**src/hw/rtl/hcdf_pkg.sv**
```systemverilog
package hcdf_pkg;

    localparam int LINE_BYTES  = 64;
    localparam int POS_W       = $clog2(LINE_BYTES);
    localparam int QUEUE_DEPTH = 2;
    localparam int QPTR_W      = $clog2(QUEUE_DEPTH);
    localparam int QCNT_W      = $clog2(QUEUE_DEPTH + 1);
    localparam int HEX_W       = 48;

    localparam logic [7:0] CH_SEMI  = 8'h3b;
    localparam logic [7:0] CH_NL    = 8'h0a;
    localparam logic [7:0] CH_COLON = 8'h3a;

    localparam logic [3:0] SLOT_SEMI  = 4'd0;
    localparam logic [3:0] SLOT_NL    = 4'd5;
    localparam logic [3:0] SLOT_COLON = 4'd14;
    localparam logic [3:0] SLOT_BYTE  = 4'd15;

    localparam logic [7:0] HEX_DIGITS [16] = '{
        8'h30, 8'h31, 8'h32, 8'h33, 8'h34, 8'h35, 8'h36, 8'h37,
        8'h38, 8'h39, 8'h61, 8'h62, 8'h63, 8'h64, 8'h65, 8'h66
    };

    typedef struct packed {
        logic [7:0]  data;
        logic        hdr;
        logic [15:0] csum;
        logic [31:0] addr;
    } t_cmd;

    function automatic logic [7:0] hex_char(input logic [3:0] nib);
        return HEX_DIGITS[nib];
    endfunction

endpackage

```
**src/hw/rtl/hcdf_if.sv**
```systemverilog
interface hcdf_byte_if;
    logic       valid;
    logic       ready;
    logic [7:0] data_byte;

    modport source (output valid, output data_byte, input ready);
    modport sink   (input valid, input data_byte, output ready);
endinterface

interface hcdf_char_if;
    logic       valid;
    logic       ready;
    logic [7:0] out_char;
    logic       last_of_run;

    modport source (output valid, output out_char, output last_of_run, input ready);
    modport sink   (input valid, input out_char, input last_of_run, output ready);
endinterface

interface hcdf_cfg_if;
    logic        valid;
    logic        ready;
    logic [31:0] start_address;

    modport source (output valid, output start_address, input ready);
    modport sink   (input valid, input start_address, output ready);
endinterface

```
**src/hw/rtl/checksummed_hex_dump_framer.sv**
```systemverilog
// Checksummed hex dump framer.
// i_in carries one raw memory byte per request (data_byte); o_out carries one
// character per request (out_char) with last_of_run set on the raw byte that
// closes each input's run. i_cfg writes start_address: the address counter
// loads it and the checksum and line position clear, starting a new dump.
// Every LINE_BYTES bytes, and for the first byte, a 15-character header
// (';', four hex digits of checksum, newline, eight hex digits of address,
// ':') precedes the byte, so a byte causes 16 or 1 characters.
// The first character of a byte reaches o_out through the queue entry, the
// emitter's index register and the output register. The character emitter
// sends one character per cycle while the receiver is ready.
// A two-entry command queue sits between the byte acceptor and the emitter,
// so i_in takes a new byte each cycle while the queue has room.
// When the receiver stalls, the output register holds its character and the
// queue fills, then i_in.ready drops. Reset clears the checksum, position,
// address (to zero), queue and output valid; i_cfg.ready is always high.
module checksummed_hex_dump_framer (
    input  logic        i_clk,
    input  logic        i_rst_n,
    hcdf_cfg_if.sink    i_cfg,
    hcdf_byte_if.sink   i_in,
    hcdf_char_if.source o_out
);

    logic           q_ready;
    logic           q_push;
    logic           q_valid;
    logic           q_pop;
    hcdf_pkg::t_cmd push_cmd;
    hcdf_pkg::t_cmd pop_cmd;

    hcdf_front u_front (
        .i_clk     (i_clk),
        .i_rst_n   (i_rst_n),
        .i_cfg     (i_cfg),
        .i_in      (i_in),
        .i_q_ready (q_ready),
        .o_q_push  (q_push),
        .o_q_cmd   (push_cmd)
    );

    hcdf_queue u_queue (
        .i_clk   (i_clk),
        .i_rst_n (i_rst_n),
        .i_push  (q_push),
        .i_cmd   (push_cmd),
        .o_ready (q_ready),
        .i_pop   (q_pop),
        .o_valid (q_valid),
        .o_cmd   (pop_cmd)
    );

    hcdf_back u_back (
        .i_clk     (i_clk),
        .i_rst_n   (i_rst_n),
        .i_q_valid (q_valid),
        .i_q_cmd   (pop_cmd),
        .o_q_pop   (q_pop),
        .o_out     (o_out)
    );

endmodule

```
**src/hw/rtl/hcdf_front.sv**
```systemverilog
module hcdf_front (
    input  logic             i_clk,
    input  logic             i_rst_n,
    hcdf_cfg_if.sink         i_cfg,
    hcdf_byte_if.sink        i_in,
    input  logic             i_q_ready,
    output logic             o_q_push,
    output hcdf_pkg::t_cmd   o_q_cmd
);

    logic [31:0]               r_csum, n_csum;
    logic [31:0]               r_addr, n_addr;
    logic [hcdf_pkg::POS_W-1:0] r_pos, n_pos;
    logic                      accept;

    assign i_cfg.ready = 1'b1;
    assign i_in.ready  = i_q_ready;
    assign accept      = i_in.valid && i_q_ready;
    assign o_q_push    = accept;

    always_comb begin
        o_q_cmd.data = i_in.data_byte;
        o_q_cmd.hdr  = (r_pos == '0);
        o_q_cmd.csum = r_csum[15:0];
        o_q_cmd.addr = r_addr;
    end

    always_comb begin
        n_csum = r_csum;
        n_addr = r_addr;
        n_pos  = r_pos;
        if (i_cfg.valid) begin
            n_csum = '0;
            n_addr = i_cfg.start_address;
            n_pos  = '0;
        end else if (accept) begin
            n_csum = {r_csum[30:0], r_csum[31]} ^ {24'd0, i_in.data_byte};
            n_addr = r_addr + 32'd1;
            if (r_pos == hcdf_pkg::POS_W'(hcdf_pkg::LINE_BYTES - 1)) begin
                n_pos = '0;
            end else begin
                n_pos = r_pos + 1'b1;
            end
        end
    end

    always_ff @(posedge i_clk) begin
        if (!i_rst_n) begin
            r_csum <= '0;
            r_addr <= '0;
            r_pos  <= '0;
        end else begin
            r_csum <= n_csum;
            r_addr <= n_addr;
            r_pos  <= n_pos;
        end
    end

endmodule

```
**src/hw/rtl/hcdf_queue.sv**
```systemverilog
module hcdf_queue (
    input  logic             i_clk,
    input  logic             i_rst_n,
    input  logic             i_push,
    input  hcdf_pkg::t_cmd   i_cmd,
    output logic             o_ready,
    input  logic             i_pop,
    output logic             o_valid,
    output hcdf_pkg::t_cmd   o_cmd
);

    hcdf_pkg::t_cmd                r_mem [hcdf_pkg::QUEUE_DEPTH];
    logic [hcdf_pkg::QPTR_W-1:0]   r_wptr, n_wptr;
    logic [hcdf_pkg::QPTR_W-1:0]   r_rptr, n_rptr;
    logic [hcdf_pkg::QCNT_W-1:0]   r_count, n_count;

    assign o_ready = (r_count != hcdf_pkg::QCNT_W'(hcdf_pkg::QUEUE_DEPTH));
    assign o_valid = (r_count != '0);
    assign o_cmd   = r_mem[r_rptr];

    function automatic logic [hcdf_pkg::QPTR_W-1:0] ptr_inc(
        input logic [hcdf_pkg::QPTR_W-1:0] p
    );
        if (p == hcdf_pkg::QPTR_W'(hcdf_pkg::QUEUE_DEPTH - 1)) begin
            return '0;
        end
        return p + 1'b1;
    endfunction

    always_comb begin
        n_wptr  = r_wptr;
        n_rptr  = r_rptr;
        n_count = r_count;
        if (i_push) begin
            n_wptr = ptr_inc(r_wptr);
        end
        if (i_pop) begin
            n_rptr = ptr_inc(r_rptr);
        end
        if (i_push && !i_pop) begin
            n_count = r_count + 1'b1;
        end else if (!i_push && i_pop) begin
            n_count = r_count - 1'b1;
        end
    end

    always_ff @(posedge i_clk) begin
        if (i_push) begin
            r_mem[r_wptr] <= i_cmd;
        end
    end

    always_ff @(posedge i_clk) begin
        if (!i_rst_n) begin
            r_wptr  <= '0;
            r_rptr  <= '0;
            r_count <= '0;
        end else begin
            r_wptr  <= n_wptr;
            r_rptr  <= n_rptr;
            r_count <= n_count;
        end
    end

endmodule

```
**src/hw/rtl/hcdf_back.sv**
```systemverilog
module hcdf_back (
    input  logic             i_clk,
    input  logic             i_rst_n,
    input  logic             i_q_valid,
    input  hcdf_pkg::t_cmd   i_q_cmd,
    output logic             o_q_pop,
    hcdf_char_if.source      o_out
);

    logic                       r_busy;
    logic [3:0]                 r_idx;
    logic [7:0]                 r_data;
    logic [hcdf_pkg::HEX_W-1:0] r_hex;
    logic                       r_ov;
    logic [7:0]                 r_char;
    logic                       r_last;
    logic                       advance;
    logic                       at_byte;
    logic                       load;
    logic [7:0]                 n_char;
    logic                       is_digit;

    assign at_byte = (r_idx == hcdf_pkg::SLOT_BYTE);
    assign advance = r_busy && (!r_ov || o_out.ready);
    assign load    = i_q_valid && (!r_busy || (advance && at_byte));
    assign o_q_pop = load;

    assign o_out.valid       = r_ov;
    assign o_out.out_char    = r_char;
    assign o_out.last_of_run = r_last;

    always_comb begin
        is_digit = 1'b0;
        case (r_idx)
            hcdf_pkg::SLOT_SEMI:  n_char = hcdf_pkg::CH_SEMI;
            hcdf_pkg::SLOT_NL:    n_char = hcdf_pkg::CH_NL;
            hcdf_pkg::SLOT_COLON: n_char = hcdf_pkg::CH_COLON;
            hcdf_pkg::SLOT_BYTE:  n_char = r_data;
            default: begin
                n_char   = hcdf_pkg::hex_char(r_hex[hcdf_pkg::HEX_W-1 -: 4]);
                is_digit = 1'b1;
            end
        endcase
    end

    always_ff @(posedge i_clk) begin
        if (load) begin
            r_data <= i_q_cmd.data;
            r_hex  <= {i_q_cmd.csum, i_q_cmd.addr};
        end else if (advance && is_digit) begin
            r_hex <= {r_hex[hcdf_pkg::HEX_W-5:0], 4'd0};
        end
        if (advance) begin
            r_char <= n_char;
            r_last <= at_byte;
        end
    end

    always_ff @(posedge i_clk) begin
        if (!i_rst_n) begin
            r_busy <= 1'b0;
            r_idx  <= hcdf_pkg::SLOT_SEMI;
            r_ov   <= 1'b0;
        end else begin
            if (load) begin
                r_busy <= 1'b1;
                r_idx  <= i_q_cmd.hdr ? hcdf_pkg::SLOT_SEMI : hcdf_pkg::SLOT_BYTE;
            end else if (advance && at_byte) begin
                r_busy <= 1'b0;
            end else if (advance) begin
                r_idx <= r_idx + 4'd1;
            end
            if (advance) begin
                r_ov <= 1'b1;
            end else if (o_out.ready) begin
                r_ov <= 1'b0;
            end
        end
    end

endmodule
```
**src/flat_wrapper.sv**
```systemverilog
// flat-port wrapper written by rule: the top's interface ports become plain ports
module checksummed_hex_dump_framer_flat 
  (i_clk, i_rst_n, i_cfg_valid, i_cfg_start_address, i_cfg_ready, i_in_valid, i_in_data_byte, i_in_ready, o_out_valid, o_out_out_char, o_out_last_of_run, o_out_ready);
  hcdf_cfg_if i_cfg_i ();
  hcdf_byte_if i_in_i ();
  hcdf_char_if o_out_i ();
  input  logic i_clk;
  input  logic i_rst_n;
  input wire logic [$bits(i_cfg_i.valid)-1:0] i_cfg_valid;
  input wire logic [$bits(i_cfg_i.start_address)-1:0] i_cfg_start_address;
  output wire logic [$bits(i_cfg_i.ready)-1:0] i_cfg_ready;
  input wire logic [$bits(i_in_i.valid)-1:0] i_in_valid;
  input wire logic [$bits(i_in_i.data_byte)-1:0] i_in_data_byte;
  output wire logic [$bits(i_in_i.ready)-1:0] i_in_ready;
  output wire logic [$bits(o_out_i.valid)-1:0] o_out_valid;
  output wire logic [$bits(o_out_i.out_char)-1:0] o_out_out_char;
  output wire logic [$bits(o_out_i.last_of_run)-1:0] o_out_last_of_run;
  input wire logic [$bits(o_out_i.ready)-1:0] o_out_ready;
  assign i_cfg_i.valid = i_cfg_valid;
  assign i_cfg_i.start_address = i_cfg_start_address;
  assign i_cfg_ready = i_cfg_i.ready;
  assign i_in_i.valid = i_in_valid;
  assign i_in_i.data_byte = i_in_data_byte;
  assign i_in_ready = i_in_i.ready;
  assign o_out_valid = o_out_i.valid;
  assign o_out_out_char = o_out_i.out_char;
  assign o_out_last_of_run = o_out_i.last_of_run;
  assign o_out_i.ready = o_out_ready;
  checksummed_hex_dump_framer u_core (.i_clk(i_clk), .i_rst_n(i_rst_n), .i_cfg(i_cfg_i), .i_in(i_in_i), .o_out(o_out_i));
endmodule
```
**config.mk**
```make
export PLATFORM = sky130hd
export DESIGN_NAME = checksummed_hex_dump_framer_flat
export DESIGN_NICKNAME = d
export VERILOG_FILES = /design/src/hw/rtl/hcdf_pkg.sv /design/src/hw/rtl/hcdf_if.sv /design/src/hw/rtl/checksummed_hex_dump_framer.sv /design/src/hw/rtl/hcdf_front.sv /design/src/hw/rtl/hcdf_queue.sv /design/src/hw/rtl/hcdf_back.sv /design/src/flat_wrapper.sv
export SDC_FILE = /design/constraint.sdc
export NUM_CORES = 1
export LEC_CHECK = 0
export ABC_AREA = 0
export BUFFER_PORTS_ARGS = -buffer_cell sky130_fd_sc_hd__buf_2
export CAP_MARGIN = 20
export CORE_MARGIN = 4
export CORE_UTILIZATION = 57
export CTS_BUF_LIST = sky130_fd_sc_hd__clkbuf_8
export DETAILED_ROUTE_END_ITERATION = 10
export PLACE_DENSITY_LB_ADDON = 0.15
export SYNTH_ARGS = -nofsm -noshare
export SYNTH_HDL_FRONTEND = slang
export SYNTH_SLANG_ARGS = --single-unit
```
**constraint.sdc**
```tcl
create_clock -name i_clk -period 4 [get_ports i_clk]
set_input_delay 0.2 -clock i_clk [delete_from_list [all_inputs] [get_ports i_clk]]
set_output_delay 0.2 -clock i_clk [all_outputs]
set_load 0.005 [all_outputs]
```
==> results.tsv <==
stage	metric	value	unit
timing	max_freq	379	MHz
worst_setup_path	path_class	reg -> reg	
detailed_routing	detail_route.vias_per_cell	5.93	
clock_network	cts_made_buffers	42	
final_layout	antenna_cells	0	
final_layout	final_cell_mix	179 x edfxtp_1, 118 x o21ai_0, 83 x nand2_1	
run	maxCapViolCount	0	
floorplan	coreArea	18200	um^2
worst_setup_path	critPathSlowestCell	a21o_2	
outcome	status	finished, final reports clean	
timing	setup_viol	0	
logic_synthesis	synth-xor-area-share	1.81	%
global_routing	grt_antenna_before_repair	0	
worst_setup_path	path_max_fanout	25	
logic_synthesis	synth-edff-count	179	
floorplan	dieHeight	145	um
logic_synthesis	synth_simple_gate_area_share	10.8	%
pwr	seqPwrFrac	53.9	%
timing	worstMarginPinSlew	944	ps
final_layout	multi_input_area	3430	um^2
pwr	powerDensity	506	nW/um^2
clock_network	cts-root-buf	clkbuf_8	
detailed_routing	num_vias	7328	
detailed_routing	drc	0	
pwr	intPower	0.00464	W
timing	rsz0062_at_grt	false	
global_routing	overflow	0	
detailed_routing	wl	22600	um
placement	dp.cells	1126	
logic_synthesis	synth_top_cell_by_area	edfxtp_1	
pwr	power_frac_clock	34.2	%
logic_synthesis	avgSynthCellArea	12.1	um^2
clock_network	clockBufferDepth	3	
global_routing	globalRouteTotalUtil	22.1	%
pwr	comb_power_share	12.0	%
worst_setup_path	worstPathRequired	4240	ps
clock_network	htreeDepth	2	
logic_synthesis	ys_top_cells_by_area	edfxtp_1 50%, dfxtp_1 15%, o21ai_0 5.5%, mux2i_1 4.6%, nand2_1 2.9%	
logic_synthesis	synth-async-reset-ratio	0	%
pwr	p_switching	0.00158	W
detailed_routing	wire_per_inst	18.3	um
final_layout	nets	1029	
pwr	swShare	25.4	%
detailed_routing	drt_first_pass_iters	5	
detailed_routing	first_iter_violations	651	
timing	period_minus_slack	2640	ps
logic_synthesis	postSynthCellCount	882	
logic_synthesis	syn_nets	936	
pwr	cellLeakagePower	4.17	nW
clock_network	clk_pin_slew_worst_paths	50	ps
floorplan	chipWidth	145	um
timing	maxSlewHeadroom	36.9	%
timing	tns	0	ps
pwr	peakVddDrop	0.301	mV
floorplan	dieArea	21000	um^2
worst_setup_path	slowest_delay	530	ps
detailed_routing	ant_nets	0	
worst_setup_path	crit_arrival	2880	ps
clock_network	clkSinkCount	260	
logic_synthesis	synth_seq_cells	260	
logic_synthesis	synth_compound_area_share	12.8	%
logic_synthesis	ys_seq_area_share	65.6	%
worst_setup_path	critPathTopFamily	compound AO/OA/AOI/OAI gates	
placement	pre_cts_ws	1360	ps
floorplan	initial_core_util	58.6	%
global_routing	grt_pass1_wl	36700	um
global_routing	grt_max_degree	49	
floorplan	io_pins	57	
logic_synthesis	synthesis.area	10700	um^2
final_layout	syn2layout_area_growth	15.3	%
placement	dp_hpwl	14200	um
timing	setup_slack	1360	ps
logic_synthesis	ys_types	60	
timing	clock_skew	21.7	ps
final_layout	layout_commonest_cell	edfxtp_1	
logic_synthesis	synth.mux.area_fraction	5.44	%
final_layout	n_fill_cell	1324	
final_layout	stdcell_count	1235	
logic_synthesis	synth_top_area_share	50.4	%
worst_setup_path	cp_cell_sequence	ha_1 > nand3_2 > o21ai_1 > buf_4 > o21ai_2 > inv_1 > a21o_2 > buf_12	
final_layout	drive_above_1_share	14.7	%
worst_setup_path	start_kind	flip-flop	
placement	portBuffers	55	
logic_synthesis	yosysWarnings	0	
clock_network	insertion_delay	540	ps
placement	gp_congestion	0.842	
logic_synthesis	synth_ff_type	edfxtp_1	
global_routing	grt_pass1_vias	7284	
final_layout	regArea	7000	um^2
hold_path	hp-class	in -> reg	
timing	hold_slack	29.5	ps
timing	finalHoldViolCount	0	
logic_synthesis	synth_top_family_by_area	compound AO/OA/AOI/OAI gates	
worst_setup_path	cp-end-kind	flip-flop	
clock_network	cts_tree	done	
logic_synthesis	synth_fa_ha_area_share	1.06	%
timing	slew_viol_final	0	
worst_setup_path	cp.buffers_inverters	3	
floorplan	row_count	49	
timing	finalCritPeriodShare	65.9	%
cell type report:
type / count / share of cell area, %
Clock buffer: 47 / 5.26
Clock inverter: 28 / 1.16
Inverter: 14 / 0.427
Multi-Input combinational cell: 552 / 27.9
Sequential cell: 260 / 56.9
Tap cell: 229 / 2.33
Timing Repair Buffer: 105 / 6.08
metrics by stage:
stage          util [%]  cell area (um^2)  total power (W)
2_1_floorplan         -             10700          0.00387
3_3_place_gp       61.4             11200          0.00408
3_5_place_dp       61.4             11200          0.00412
4_1_cts            67.6             12300          0.00627
5_1_grt            67.6             12300          0.00654
6_report           67.6             12300          0.00623
cells by family after synthesis:
logic type,Yosys count
flip-flops,260
AO/OA/AOI/OAI,235
AND/OR/NAND/NOR,228
buffers and inverters,70
multiplexers,57
XOR/XNOR,22
adder cells (fa/ha/maj),9
other,1
synthesized netlist by cell type, types with 2 or more instances:
cell type    n
ha_1         9
nand3b_1     2
xnor2_1     12
nand4_1     15
a311oi_1     3
a31oi_1     15
o21ai_0    118
o21ai_1      5
and4_1       4
and3_1       6
nand2b_1     3
nor2b_1      5
or3_1        8
or4_1       13
a21o_1       2
xor2_1      10
o31ai_1     15
nor3b_1      2
inv_1       11
nand3_1     19
o21a_1       2
buf_2        2
nor4_1      10
a211oi_1    21
or3_4        2
o211ai_1     4
clkinv_1     2
edfxtp_1   179
nor2_1      42
and2_1       6
dfxtp_1     81
clkbuf_1    48
mux2_2       8
nand2_1     83
mux2i_1     49
buf_1        5
a21oi_1     38
registers in the layout, indices dropped and copies added (netlist names), 2 cells and up, named ones only:
signal / cells
u_core.u_back.o_out.out_char: 8
u_core.u_back.r_data: 8
u_core.u_back.r_hex: 48
u_core.u_back.r_idx: 4
u_core.u_front.r_addr: 32
u_core.u_front.r_csum: 32
u_core.u_front.r_pos: 6
u_core.u_queue.r_count: 2
u_core.u_queue.r_mem: 114
power by group through the flow:
| stage | logic (W) | clock network [W] | registers [W] |
|---|---|---|---|
| 6_report | 0.000745 | 0.00213 | 0.00336 |
| 5_1_grt | 0.000838 | 0.00232 | 0.00338 |
| 4_1_cts | 0.000746 | 0.00217 | 0.00335 |
| 3_5_place_dp | 0.000714 | 0 | 0.00341 |
| 3_3_place_gp | 0.000687 | 0 | 0.00339 |
| 2_1_floorplan | 0.000512 | 0 | 0.00335 |
worst paths after layout:
path / startpoint / to / slack (ps) / cells after the start
worst max-delay path: u_core.u_back.r_idx[1]$_SDFFE_PN0P_ / u_core.u_back.r_hex[16]$_DFFE_PP_ / 1360 / 8
worst min register to register: u_core.u_front.r_csum[29]$_SDFFE_PP0N_ / u_core.u_front.r_csum[30]$_SDFFE_PP0N_ / 450 / 2
worst min-delay path: i_cfg_start_address[31] / u_core.u_front.r_addr[31]$_SDFFE_PN0P_ / 30 / 3
worst max register to register: u_core.u_back.r_idx[1]$_SDFFE_PN0P_ / u_core.u_back.r_hex[16]$_DFFE_PP_ / 1360 / 8
per-layer routing:
layer  track usage, %  routed length [um]  up-vias
met5                0                   0        -
met4             6.63                 388        0
met3             5.13                1240       39
met2             35.8               10900      227
met1             30.0               10000     3552
li1                 -                   -     3510
tightest hold or removal path: stages:
cell      delay (ps)
buf_2             80
o211ai_1          80
a211oi_1         150
repair_timing:
item                                   in CTS  in global routing
hold buffers                               34                  0
resized for setup                           0                  0
buffers inserted                            0                  0
endpoints found under the hold margin      46                  0
Power figures use the tool's default switching activity.
